File: src/rtl/circle_track_association_top_defines.svh
// Assertion macros shared by the circle track association RTL.
`ifndef CIRCLE_TRACK_ASSOCIATION_TOP_DEFINES_SVH
`define CIRCLE_TRACK_ASSOCIATION_TOP_DEFINES_SVH

// Same-cycle implication, disabled during reset.
`define CTA_ASSERT_NOW(label, clk, rst_n, ante, cons, msg) \
	label: assert property (@(posedge clk) disable iff (!rst_n) (ante) |-> (cons)) \
		else $error(msg);

// Next-cycle implication, disabled during reset.
`define CTA_ASSERT_NEXT(label, clk, rst_n, ante, cons, msg) \
	label: assert property (@(posedge clk) disable iff (!rst_n) (ante) |=> (cons)) \
		else $error(msg);

`endif

File: src/rtl/cta_pkg.sv
// Types, constants and codes shared by the circle track association block.
`default_nettype none

package cta_pkg;

	localparam int MAX_TRACKS = 16;
	localparam int COORD_BITS = 12;
	localparam int ID_BITS    = 16;
	localparam int RAD_BITS   = COORD_BITS - 1;
	localparam int MISS_BITS  = 8;
	localparam int HALF_BITS  = RAD_BITS - 1;
	localparam int LIM_BITS   = 2 * HALF_BITS;
	localparam int SQ_BITS    = 2 * COORD_BITS;
	localparam int SUM_BITS   = SQ_BITS + 1;
	localparam int ADDR_BITS  = 3;
	localparam int DATA_BITS  = 32;

	localparam logic [MISS_BITS-1:0] MISS_MAX         = '1;
	localparam logic [MISS_BITS-1:0] MAX_MISSED_RESET = MISS_BITS'(5);

	// Register index, taken from the word address bits of paddr.
	localparam logic [ADDR_BITS-3:0] REG_MAX_MISSED = '0;

	localparam logic OP_END_FRAME = 1'b1;

	typedef enum logic [1:0] {
		KIND_DETECT = 2'd0,
		KIND_TRACK  = 2'd1,
		KIND_EMPTY  = 2'd2
	} kind_t;

	typedef struct packed {
		logic                  op;
		logic [COORD_BITS-1:0] center_x;
		logic [COORD_BITS-1:0] center_y;
		logic [RAD_BITS-1:0]   radius;
	} item_t;

	typedef struct packed {
		kind_t                 kind;
		logic [ID_BITS-1:0]    track_id;
		logic [COORD_BITS-1:0] track_x;
		logic [COORD_BITS-1:0] track_y;
		logic [RAD_BITS-1:0]   track_radius;
		logic                  is_new;
		logic                  table_full;
		logic                  last;
	} result_t;

	typedef struct packed {
		logic [ID_BITS-1:0]    ident;
		logic [COORD_BITS-1:0] x;
		logic [COORD_BITS-1:0] y;
		logic [RAD_BITS-1:0]   rad;
		logic [MISS_BITS-1:0]  missed;
	} slot_word_t;

	typedef enum logic [1:0] {
		MODE_DETECT = 2'd0,
		MODE_AGE    = 2'd1,
		MODE_SELECT = 2'd2
	} scan_mode_t;

	typedef struct packed {
		logic       load;
		logic       issue;
		scan_mode_t mode;
		logic       det_commit;
		logic       hit_clear;
		logic       sel_clear;
		logic       emit_list;
		logic       emit_empty;
	} cmd_t;

	typedef struct packed {
		logic pipe_busy;
		logic surv_zero;
		logic last_one;
	} status_t;

endpackage

`default_nettype wire

File: src/rtl/cta_ram.sv
// Generic single-write, single-read RAM with registered read data.
`default_nettype none

module cta_ram #(
	parameter int WIDTH = 8,
	parameter int DEPTH = 16
) (
	input  wire logic                     clk,
	input  wire logic                     we,
	input  wire logic [$clog2(DEPTH)-1:0] waddr,
	input  wire logic [WIDTH-1:0]         wdata,
	input  wire logic                     re,
	input  wire logic [$clog2(DEPTH)-1:0] raddr,
	output logic      [WIDTH-1:0]         rdata
);

	logic [WIDTH-1:0] mem_q [DEPTH];
	logic [WIDTH-1:0] rdata_q;

	always_ff @(posedge clk) begin
		if (we) begin
			mem_q[waddr] <= wdata;
		end
		if (re) begin
			rdata_q <= mem_q[raddr];
		end
	end

	assign rdata = rdata_q;

endmodule

`default_nettype wire

File: src/rtl/cta_ctrl.sv
// Controller state machine that sequences slot scans, commits and result beats.
`default_nettype none

module cta_ctrl #(
	parameter int MAX_TRACKS = cta_pkg::MAX_TRACKS
) (
	input  wire logic                          clk,
	input  wire logic                          arst_n,
	input  wire logic                          start,
	input  wire logic                          op,
	input  wire cta_pkg::status_t              status,
	output cta_pkg::cmd_t                      cmd,
	output logic [$clog2(MAX_TRACKS)-1:0]      issue_slot,
	output logic                               busy
);

	localparam int SLOT_BITS = $clog2(MAX_TRACKS);
	localparam int PTR_BITS  = SLOT_BITS + 1;

	typedef enum logic [6:0] {
		ST_IDLE    = 7'b0000001,
		ST_DSCAN   = 7'b0000010,
		ST_DCOMMIT = 7'b0000100,
		ST_ASCAN   = 7'b0001000,
		ST_AEND    = 7'b0010000,
		ST_LSCAN   = 7'b0100000,
		ST_LEMIT   = 7'b1000000
	} state_t;

	state_t state_q, state_d;
	logic [PTR_BITS-1:0] ptr_q;
	logic ptr_done;
	logic scan_over;

	assign ptr_done   = (ptr_q == PTR_BITS'(MAX_TRACKS));
	assign scan_over  = ptr_done && !status.pipe_busy;
	assign issue_slot = ptr_q[SLOT_BITS-1:0];
	assign busy       = (state_q != ST_IDLE);

	always_comb begin
		cmd            = '0;
		cmd.mode       = cta_pkg::MODE_DETECT;
		cmd.load       = (state_q == ST_IDLE) && start;
		cmd.det_commit = (state_q == ST_DCOMMIT);
		cmd.hit_clear  = (state_q == ST_AEND);
		cmd.emit_empty = (state_q == ST_AEND) && status.surv_zero;
		cmd.emit_list  = (state_q == ST_LEMIT);
		cmd.sel_clear  = ((state_q == ST_AEND) && !status.surv_zero) ||
		                 ((state_q == ST_LEMIT) && !status.last_one);
		case (state_q)
			ST_DSCAN: begin
				cmd.issue = !ptr_done;
				cmd.mode  = cta_pkg::MODE_DETECT;
			end
			ST_ASCAN: begin
				cmd.issue = !ptr_done;
				cmd.mode  = cta_pkg::MODE_AGE;
			end
			ST_LSCAN: begin
				cmd.issue = !ptr_done;
				cmd.mode  = cta_pkg::MODE_SELECT;
			end
			default: begin
				cmd.issue = 1'b0;
			end
		endcase
	end

	always_comb begin
		state_d = state_q;
		case (state_q)
			ST_IDLE: begin
				if (start) begin
					state_d = (op == cta_pkg::OP_END_FRAME) ? ST_ASCAN : ST_DSCAN;
				end
			end
			ST_DSCAN: begin
				if (scan_over) begin
					state_d = ST_DCOMMIT;
				end
			end
			ST_DCOMMIT: begin
				state_d = ST_IDLE;
			end
			ST_ASCAN: begin
				if (scan_over) begin
					state_d = ST_AEND;
				end
			end
			ST_AEND: begin
				state_d = status.surv_zero ? ST_IDLE : ST_LSCAN;
			end
			ST_LSCAN: begin
				if (scan_over) begin
					state_d = ST_LEMIT;
				end
			end
			ST_LEMIT: begin
				state_d = status.last_one ? ST_IDLE : ST_LSCAN;
			end
			default: begin
				state_d = ST_IDLE;
			end
		endcase
	end

	always_ff @(posedge clk or negedge arst_n) begin
		if (!arst_n) begin
			state_q <= ST_IDLE;
			ptr_q   <= '0;
		end else begin
			state_q <= state_d;
			if (cmd.load || cmd.sel_clear) begin
				ptr_q <= '0;
			end else if (cmd.issue) begin
				ptr_q <= ptr_q + PTR_BITS'(1);
			end
		end
	end

endmodule

`default_nettype wire

File: src/rtl/cta_dp.sv
// Datapath: slot table, distance pipeline, age comparison and result register.
`default_nettype none

module cta_dp #(
	parameter int MAX_TRACKS = cta_pkg::MAX_TRACKS
) (
	input  wire logic                                 clk,
	input  wire logic                                 arst_n,
	input  wire cta_pkg::cmd_t                        cmd,
	input  wire logic [$clog2(MAX_TRACKS)-1:0]        issue_slot,
	input  wire cta_pkg::item_t                       item,
	input  wire logic [cta_pkg::MISS_BITS-1:0]        max_missed,
	output cta_pkg::status_t                          status,
	output logic                                      result_valid,
	output cta_pkg::result_t                          result
);

	localparam int SLOT_BITS = $clog2(MAX_TRACKS);
	localparam int CNT_BITS  = $clog2(MAX_TRACKS + 1);
	localparam int WORD_BITS = $bits(cta_pkg::slot_word_t);

	// Latched detection and its squared half radius.
	logic [cta_pkg::COORD_BITS-1:0] x_q, y_q;
	logic [cta_pkg::RAD_BITS-1:0]   r_q;
	logic [cta_pkg::LIM_BITS-1:0]   lim_q;
	logic [cta_pkg::HALF_BITS-1:0]  half;

	logic [cta_pkg::ID_BITS-1:0] next_id_q;
	logic [MAX_TRACKS-1:0]       valid_q, hit_q, emitted_q;
	logic [CNT_BITS-1:0]         surv_q;

	logic                        best_found_q, free_found_q, sel_found_q;
	logic [SLOT_BITS-1:0]        best_slot_q, free_slot_q, sel_slot_q;
	logic [cta_pkg::ID_BITS-1:0] best_age_q, sel_age_q;
	cta_pkg::slot_word_t         best_word_q, sel_word_q;

	// Scan pipeline: RAM read, absolute differences, squares.
	logic                           tag_s1, tag_s2, tag_s3;
	logic [SLOT_BITS-1:0]           slot_s1, slot_s2, slot_s3;
	cta_pkg::slot_word_t            word_s2, word_s3;
	logic [cta_pkg::COORD_BITS-1:0] dx_s2, dy_s2;
	logic [cta_pkg::SQ_BITS-1:0]    dx2_s3, dy2_s3;

	logic [WORD_BITS-1:0] ram_rdata, ram_wdata;
	logic                 ram_we;
	logic [SLOT_BITS-1:0] ram_waddr;
	cta_pkg::slot_word_t  rd_word, wr_word;

	logic [cta_pkg::SUM_BITS-1:0]  sum3;
	logic                          match3, vld3, drop3;
	logic [cta_pkg::ID_BITS-1:0]   age3;
	logic [cta_pkg::MISS_BITS-1:0] miss_inc, miss_new;
	logic                          det_step, age_step, sel_step;

	logic                    res_valid_q;
	cta_pkg::result_t        res_q;

	cta_ram #(
		.WIDTH(WORD_BITS),
		.DEPTH(MAX_TRACKS)
	) u_slots (
		.clk   (clk),
		.we    (ram_we),
		.waddr (ram_waddr),
		.wdata (ram_wdata),
		.re    (cmd.issue),
		.raddr (issue_slot),
		.rdata (ram_rdata)
	);

	assign rd_word = cta_pkg::slot_word_t'(ram_rdata);
	assign half    = item.radius[cta_pkg::RAD_BITS-1:1];

	// Decision stage works on the squares registered in stage three.
	assign sum3     = cta_pkg::SUM_BITS'(dx2_s3) + cta_pkg::SUM_BITS'(dy2_s3);
	assign match3   = (sum3 < cta_pkg::SUM_BITS'(lim_q));
	assign age3     = next_id_q - word_s3.ident;
	assign vld3     = valid_q[slot_s3];
	assign miss_inc = (word_s3.missed == cta_pkg::MISS_MAX) ? cta_pkg::MISS_MAX :
	                  word_s3.missed + cta_pkg::MISS_BITS'(1);
	assign miss_new = hit_q[slot_s3] ? '0 : miss_inc;
	assign drop3    = !hit_q[slot_s3] && (miss_new > max_missed);
	assign det_step = tag_s3 && (cmd.mode == cta_pkg::MODE_DETECT);
	assign age_step = tag_s3 && (cmd.mode == cta_pkg::MODE_AGE);
	assign sel_step = tag_s3 && (cmd.mode == cta_pkg::MODE_SELECT);

	always_comb begin
		ram_we         = 1'b0;
		ram_waddr      = slot_s3;
		wr_word        = word_s3;
		wr_word.missed = miss_new;
		if (age_step && vld3 && !drop3) begin
			ram_we = 1'b1;
		end
		if (cmd.det_commit) begin
			if (best_found_q) begin
				ram_we         = 1'b1;
				ram_waddr      = best_slot_q;
				wr_word.ident  = best_word_q.ident;
				wr_word.missed = best_word_q.missed;
			end else begin
				ram_we         = free_found_q;
				ram_waddr      = free_slot_q;
				wr_word.ident  = next_id_q;
				wr_word.missed = '0;
			end
			wr_word.x   = x_q;
			wr_word.y   = y_q;
			wr_word.rad = r_q;
		end
	end

	assign ram_wdata = WORD_BITS'(wr_word);

	// Control state.
	always_ff @(posedge clk or negedge arst_n) begin
		if (!arst_n) begin
			next_id_q    <= '0;
			valid_q      <= '0;
			hit_q        <= '0;
			emitted_q    <= '0;
			surv_q       <= '0;
			best_found_q <= 1'b0;
			free_found_q <= 1'b0;
			sel_found_q  <= 1'b0;
			tag_s1       <= 1'b0;
			tag_s2       <= 1'b0;
			tag_s3       <= 1'b0;
			res_valid_q  <= 1'b0;
		end else begin
			tag_s1      <= cmd.issue;
			tag_s2      <= tag_s1;
			tag_s3      <= tag_s2;
			res_valid_q <= cmd.det_commit || cmd.emit_list || cmd.emit_empty;

			if (cmd.load) begin
				surv_q       <= '0;
				emitted_q    <= '0;
				best_found_q <= 1'b0;
				free_found_q <= 1'b0;
			end
			if (cmd.sel_clear) begin
				sel_found_q <= 1'b0;
			end

			if (det_step) begin
				if (vld3) begin
					if (match3 && (!best_found_q || age3 > best_age_q)) begin
						best_found_q <= 1'b1;
					end
				end else if (!free_found_q) begin
					free_found_q <= 1'b1;
				end
			end

			if (age_step && vld3) begin
				if (drop3) begin
					valid_q[slot_s3] <= 1'b0;
				end else begin
					surv_q <= surv_q + CNT_BITS'(1);
				end
			end

			if (sel_step && vld3 && !emitted_q[slot_s3]) begin
				if (!sel_found_q || age3 > sel_age_q) begin
					sel_found_q <= 1'b1;
				end
			end

			if (cmd.det_commit) begin
				if (best_found_q) begin
					hit_q[best_slot_q] <= 1'b1;
				end else if (free_found_q) begin
					valid_q[free_slot_q] <= 1'b1;
					hit_q[free_slot_q]   <= 1'b1;
					next_id_q            <= next_id_q + cta_pkg::ID_BITS'(1);
				end
			end

			if (cmd.hit_clear) begin
				hit_q <= '0;
			end

			if (cmd.emit_list) begin
				emitted_q[sel_slot_q] <= 1'b1;
				surv_q                <= surv_q - CNT_BITS'(1);
			end
		end
	end

	// Payload registers.
	always_ff @(posedge clk) begin
		slot_s1 <= issue_slot;
		slot_s2 <= slot_s1;
		slot_s3 <= slot_s2;
		word_s2 <= rd_word;
		dx_s2   <= (rd_word.x > x_q) ? rd_word.x - x_q : x_q - rd_word.x;
		dy_s2   <= (rd_word.y > y_q) ? rd_word.y - y_q : y_q - rd_word.y;
		word_s3 <= word_s2;
		dx2_s3  <= cta_pkg::SQ_BITS'(dx_s2 * dx_s2);
		dy2_s3  <= cta_pkg::SQ_BITS'(dy_s2 * dy_s2);

		if (cmd.load) begin
			x_q   <= item.center_x;
			y_q   <= item.center_y;
			r_q   <= item.radius;
			lim_q <= cta_pkg::LIM_BITS'(half * half);
		end

		if (det_step && vld3 && match3 && (!best_found_q || age3 > best_age_q)) begin
			best_slot_q <= slot_s3;
			best_age_q  <= age3;
			best_word_q <= word_s3;
		end
		if (det_step && !vld3 && !free_found_q) begin
			free_slot_q <= slot_s3;
		end
		if (sel_step && vld3 && !emitted_q[slot_s3] && (!sel_found_q || age3 > sel_age_q)) begin
			sel_slot_q <= slot_s3;
			sel_age_q  <= age3;
			sel_word_q <= word_s3;
		end

		if (cmd.det_commit) begin
			res_q.kind         <= cta_pkg::KIND_DETECT;
			res_q.track_id     <= best_found_q ? best_word_q.ident :
			                      free_found_q ? next_id_q : '0;
			res_q.track_x      <= x_q;
			res_q.track_y      <= y_q;
			res_q.track_radius <= r_q;
			res_q.is_new       <= !best_found_q && free_found_q;
			res_q.table_full   <= !best_found_q && !free_found_q;
			res_q.last         <= 1'b1;
		end else if (cmd.emit_list) begin
			res_q.kind         <= cta_pkg::KIND_TRACK;
			res_q.track_id     <= sel_word_q.ident;
			res_q.track_x      <= sel_word_q.x;
			res_q.track_y      <= sel_word_q.y;
			res_q.track_radius <= sel_word_q.rad;
			res_q.is_new       <= 1'b0;
			res_q.table_full   <= 1'b0;
			res_q.last         <= (surv_q == CNT_BITS'(1));
		end else if (cmd.emit_empty) begin
			res_q.kind         <= cta_pkg::KIND_EMPTY;
			res_q.track_id     <= '0;
			res_q.track_x      <= '0;
			res_q.track_y      <= '0;
			res_q.track_radius <= '0;
			res_q.is_new       <= 1'b0;
			res_q.table_full   <= 1'b0;
			res_q.last         <= 1'b1;
		end
	end

	assign status.pipe_busy = tag_s1 || tag_s2 || tag_s3;
	assign status.surv_zero = (surv_q == '0);
	assign status.last_one  = (surv_q == CNT_BITS'(1));
	assign result_valid     = res_valid_q;
	assign result           = res_q;

endmodule

`default_nettype wire

File: src/rtl/circle_track_association_top.sv
// Top level of the circle track association block. For a detection beat the
// slot table is a single-port-read RAM scanned one slot per cycle through a
// three-stage distance pipeline, then the match or new track is committed.
// An end-of-frame beat runs the aging pass and then one oldest-first selection
// pass per surviving track, each of them one full table scan.
// Each result appears for exactly one cycle with result_valid high and is not
// held, because the receiver cannot stall; the last result of an item shows
// in the first cycle with busy low, when a new item may already be started.
`default_nettype none
`include "circle_track_association_top_defines.svh"

module circle_track_association_top #(
	parameter int MAX_TRACKS = cta_pkg::MAX_TRACKS
) (
	input  wire logic                          clk,
	input  wire logic                          arst_n,
	input  wire logic                          start,
	output logic                               busy,
	input  wire cta_pkg::item_t                item,
	output logic                               result_valid,
	output cta_pkg::result_t                   result,
	input  wire logic                          psel,
	input  wire logic                          penable,
	input  wire logic                          pwrite,
	input  wire logic [cta_pkg::ADDR_BITS-1:0] paddr,
	input  wire logic [cta_pkg::DATA_BITS-1:0] pwdata,
	output logic      [cta_pkg::DATA_BITS-1:0] prdata,
	output logic                               pready
);

	cta_pkg::cmd_t                 cmd;
	cta_pkg::status_t              status;
	logic [$clog2(MAX_TRACKS)-1:0] issue_slot;
	logic [cta_pkg::MISS_BITS-1:0] max_missed_q;
	logic                          reg_sel;

	assign pready  = 1'b1;
	assign reg_sel = (paddr[cta_pkg::ADDR_BITS-1:2] == cta_pkg::REG_MAX_MISSED);
	assign prdata  = reg_sel ? cta_pkg::DATA_BITS'(max_missed_q) : '0;

	always_ff @(posedge clk or negedge arst_n) begin
		if (!arst_n) begin
			max_missed_q <= cta_pkg::MAX_MISSED_RESET;
		end else if (psel && penable && pwrite && pready && reg_sel) begin
			max_missed_q <= pwdata[cta_pkg::MISS_BITS-1:0];
		end
	end

	cta_ctrl #(
		.MAX_TRACKS(MAX_TRACKS)
	) u_ctrl (
		.clk        (clk),
		.arst_n     (arst_n),
		.start      (start),
		.op         (item.op),
		.status     (status),
		.cmd        (cmd),
		.issue_slot (issue_slot),
		.busy       (busy)
	);

	cta_dp #(
		.MAX_TRACKS(MAX_TRACKS)
	) u_dp (
		.clk          (clk),
		.arst_n       (arst_n),
		.cmd          (cmd),
		.issue_slot   (issue_slot),
		.item         (item),
		.max_missed   (max_missed_q),
		.status       (status),
		.result_valid (result_valid),
		.result       (result)
	);

	`CTA_ASSERT_NOW(a_result_after_busy, clk, arst_n, result_valid, $past(busy), "result beat without a preceding busy cycle")
	`CTA_ASSERT_NEXT(a_start_sets_busy, clk, arst_n, start && !busy, busy, "accepted item did not raise busy")
	`CTA_ASSERT_NOW(a_new_or_full, clk, arst_n, result_valid, !(result.is_new && result.table_full), "detection both opened a track and reported a full table")
	`CTA_ASSERT_NOW(a_detect_is_last, clk, arst_n, result_valid && result.kind == cta_pkg::KIND_DETECT, result.last && !$past(busy, 2) == 1'b0, "detection result not marked last")

endmodule

`default_nettype wire

File: config.mk
export PLATFORM = sky130hd
export DESIGN_NAME = circle_track_association_top
export DESIGN_NICKNAME = d
export VERILOG_FILES = /design/src/rtl/cta_pkg.sv /design/src/rtl/cta_ram.sv /design/src/rtl/cta_ctrl.sv /design/src/rtl/cta_dp.sv /design/src/rtl/circle_track_association_top.sv
export VERILOG_INCLUDE_DIRS = /design/src /design/src/rtl
export SDC_FILE = /design/constraint.sdc
export NUM_CORES = 2
export LEC_CHECK = 0
export BUFFER_PORTS_ARGS = -buffer_cell sky130_fd_sc_hd__buf_2
export CORE_ASPECT_RATIO = 0.75
export CORE_MARGIN = 10
export CORE_UTILIZATION = 33
export DETAILED_ROUTE_END_ITERATION = 10
export GPL_ROUTABILITY_DRIVEN = 0
export PLACE_DENSITY = 0.46
export SLEW_MARGIN = 40
export SYNTH_ARGS = -nofsm -noshare
export SYNTH_HDL_FRONTEND = slang
export SYNTH_SLANG_ARGS = --single-unit
File: constraint.sdc
create_clock -name clk -period 20.2 [get_ports clk]
set_input_delay 4.04 -clock clk [delete_from_list [all_inputs] [get_ports clk]]
set_output_delay 4.04 -clock clk [all_outputs]
set_load 0.02 [all_outputs]
==> flow_summary.yaml <==
grt:
  grt_pass1_wl_um: 263000
  grt_busiest_layer: "met2"
  grt_pass1_vias: 38400
  grt_util_met1_pct: 22.8
  grt_use_met2_pct: 22.9
  track_usage_pct: 15.2
  antenna_found_initial: 6
  grt_max_degree: 84
  grtUsageMet3_pct: 2.76
  grt_overflow: 0
cells_and_area:
  layout_commonest_cell: "edfxtp_1"
  syn2layout_area_growth_pct: 14.6
  final_layout_size_suffix_gt1_share_pct: 17.2
  layout_common_cells: "edfxtp_1, inv_1, ha_1"
  nFillCells: 19700
  final_util_pct: 38.0
  final_nets: 5352
  final_area_um2: 80100
floorplan:
  io_pins: 168
  die_w_um: 552
  core_region_area_um2: 211000
  die_y_um: 419
  initial_utilization_pct: 33.2
  dieArea_um2: 231000
  num_rows: 146
placement:
  numPortBuffers: 116
  dp_hpwl_um: 110000
  place_area_um2: 74600
clock_network:
  numCtsBuffers: 160
  htreeDepth: 4
  cts-root-buf: "clkbuf_16"
  cts_buffer_depth: 3
  cts.clk_slew.worst_paths_ps: 60
  cts_setup_buffers: 0
  post_cts_resized: 0
  numClockSinks: 1527
  clock_latency_ps: 810
  ctsHoldBuffers: 0
  cts_tree: "done"
route:
  drc: 0
  dr.pass1.iters: 7
  wl_um: 176000
  drt-vias-per-instance: 4.84
  routed-via-count: 37300
  detail-route-antenna-nets: 0
  initialDrtViolationCount: 2889
  routedWlPerCell_um: 22.8
timing:
  tns_ps: 0
  fin_crit_ps: 8510
  min_period_over_period_pct: 42.1
  tightestPinTransition_ps: 842
  skew_ps: 67.7
  max-slew-margin-rel_pct: 43.9
  final_max_slew_viol_count: 0
  hold_viol: 0
  timing.fmax_mhz: 118
  grt_setup_unrepaired: "false"
  finalSetupViolCount: 0
setup_path:
  r2r-start: "u_dp.slot_s3[0]$_DFF_P_"
  end_kind: "output pin"
  crit_path_start: "paddr[2]"
  startpoint_type: "input pin"
  crit_required_ps: 16160
  path_class: "in2out"
  cp_max_fo: 9
  worstPathArrival_ps: 4470
  reg2regPathDepth: 15
logic_synthesis:
  yosys.area.top_type: "edfxtp_1"
  synth-seq-area-share_pct: 62.0
  ys_warn_count: 0
  ys_seq_elements: 1527
  ys_types: 86
  synth_ff_type: "edfxtp_1"
  synthTopCellsByArea: "edfxtp_1, mux4_2, fa_1"
  avgSynthCellArea_um2: 15.4
  synthCells: 4538
  synth_top_cell_area_share_pct: 52.7
  async_reset_ff_share_pct: 6.29
  synth-edff-count: 1228
  netlist_area_um2: 69900
worst_hold_path:
  hp-class: "reg2reg"
  holdPathStages: 0
  worstHoldStart: "u_dp.word_s2[54]$_DFF_P_"
run_status:
  outcome: "finished, final reports clean"
job:
  max_cap_violations: 0
-- critical path, cell delays in order --
cell	delay [ps]
buf_2	150
nor2b_1	110
buf_2	170
-- final timing paths --
check,endpoint,slack (ps)
setup / recovery,prdata[0],11690
min in group asynchronous,max_missed_q[5]$_DFFE_PN0P_,3160
setup reg to reg,u_dp.u_slots.mem_q[4][27]$_DFFE_PP_,13870
hold / removal,u_dp.word_s3[54]$_DFF_P_,320
max in group asynchronous,u_ctrl.ptr_q[3]$_DFFE_PN0P_,15940
hold reg to reg,u_dp.word_s3[54]$_DFF_P_,320
-- cell usage after synthesis, drive strengths merged, types with 17 or more instances --
library cell / n
edfxtp: 1228
inv: 478
ha: 314
mux4: 309
nand2: 281
fa: 207
dfxtp: 203
o21ai: 181
nor2: 141
a21oi: 137
clkbuf: 124
and2: 109
xnor2: 97
dfrtp: 93
buf: 65
nor2b: 49
a21o: 48
xor2: 42
nor3: 39
mux2i: 38
nand3: 37
nand4: 28
nand2b: 26
a22o: 23
o21a: 19
a22oi: 17
-- registers in the layout, indices dropped and copies added, names as in the netlist, 8 cells and up --
register,cells
u_dp.u_slots.mem_q,944
u_dp.u_slots.rdata,59
u_dp.word_s2,59
u_dp.word_s3,59
u_dp.result,56
u_dp.sel_word_q,51
u_dp.best_word_q,24
u_dp.dx2_s3,23
u_dp.dy2_s3,23
u_dp.lim_q,19
u_dp.best_age_q,16
u_dp.emitted_q,16
u_dp.hit_q,16
u_dp.next_id_q,16
u_dp.sel_age_q,16
u_dp.valid_q,16
u_dp.dx_s2,12
u_dp.dy_s2,12
u_dp.x_q,12
u_dp.y_q,12
u_dp.r_q,10
max_missed_q,8
-- per-layer routing --
layer	up-vias	part of all wire [%]
li1	17000	-
met1	19300	49
met2	710	45
met3	174	5.0
met4	0	1.6
met5	-	0
-- cell type report --
type / instances / area (um2) / share of cell area [%]
Clock buffer: 214 / 4420 / 5.51
Clock inverter: 82 / 971 / 1.21
Antenna cell: 3 / 7.51 / 0.00937
Tap cell: 2812 / 3520 / 4.39
Timing Repair Buffer: 220 / 1780 / 2.22
Multi-Input combinational cell: 2366 / 24300 / 30.3
Sequential cell: 1527 / 43400 / 54.1
Inverter: 479 / 1800 / 2.25
-- logic make-up after synthesis --
| kind of cell | Yosys count | synth area share [%] |
|---|---|---|
| multiplexers | 361 | 10.8 |
| XOR/XNOR | 139 | 1.74 |
| AND/OR/NAND/NOR | 784 | 5.47 |
| flip-flops | 1527 | 62.0 |
| buffers and inverters | 668 | 3.75 |
| adder cells (fa/ha/maj) | 521 | 11.5 |
| other | 2 | 0.0107 |
| AO/OA/AOI/OAI | 536 | 4.74 |
-- through the flow --
| stage | setup WS, ps | instances | hold WS [ps] |
|---|---|---|---|
| 2_1_floorplan | 11630 | 4561 | 310 |
| 3_3_place_gp | 11280 | 7384 | 310 |
| 3_5_place_dp | 11290 | 7401 | 312 |
| 4_1_cts | 11690 | 7697 | 319 |
| 5_1_grt | 11630 | 7701 | 328 |
| 6_report | 11690 | 7703 | 320 |
Power is not shown: default switching activity piles up to over one toggle a cycle in this logic, so the estimate is an artifact.
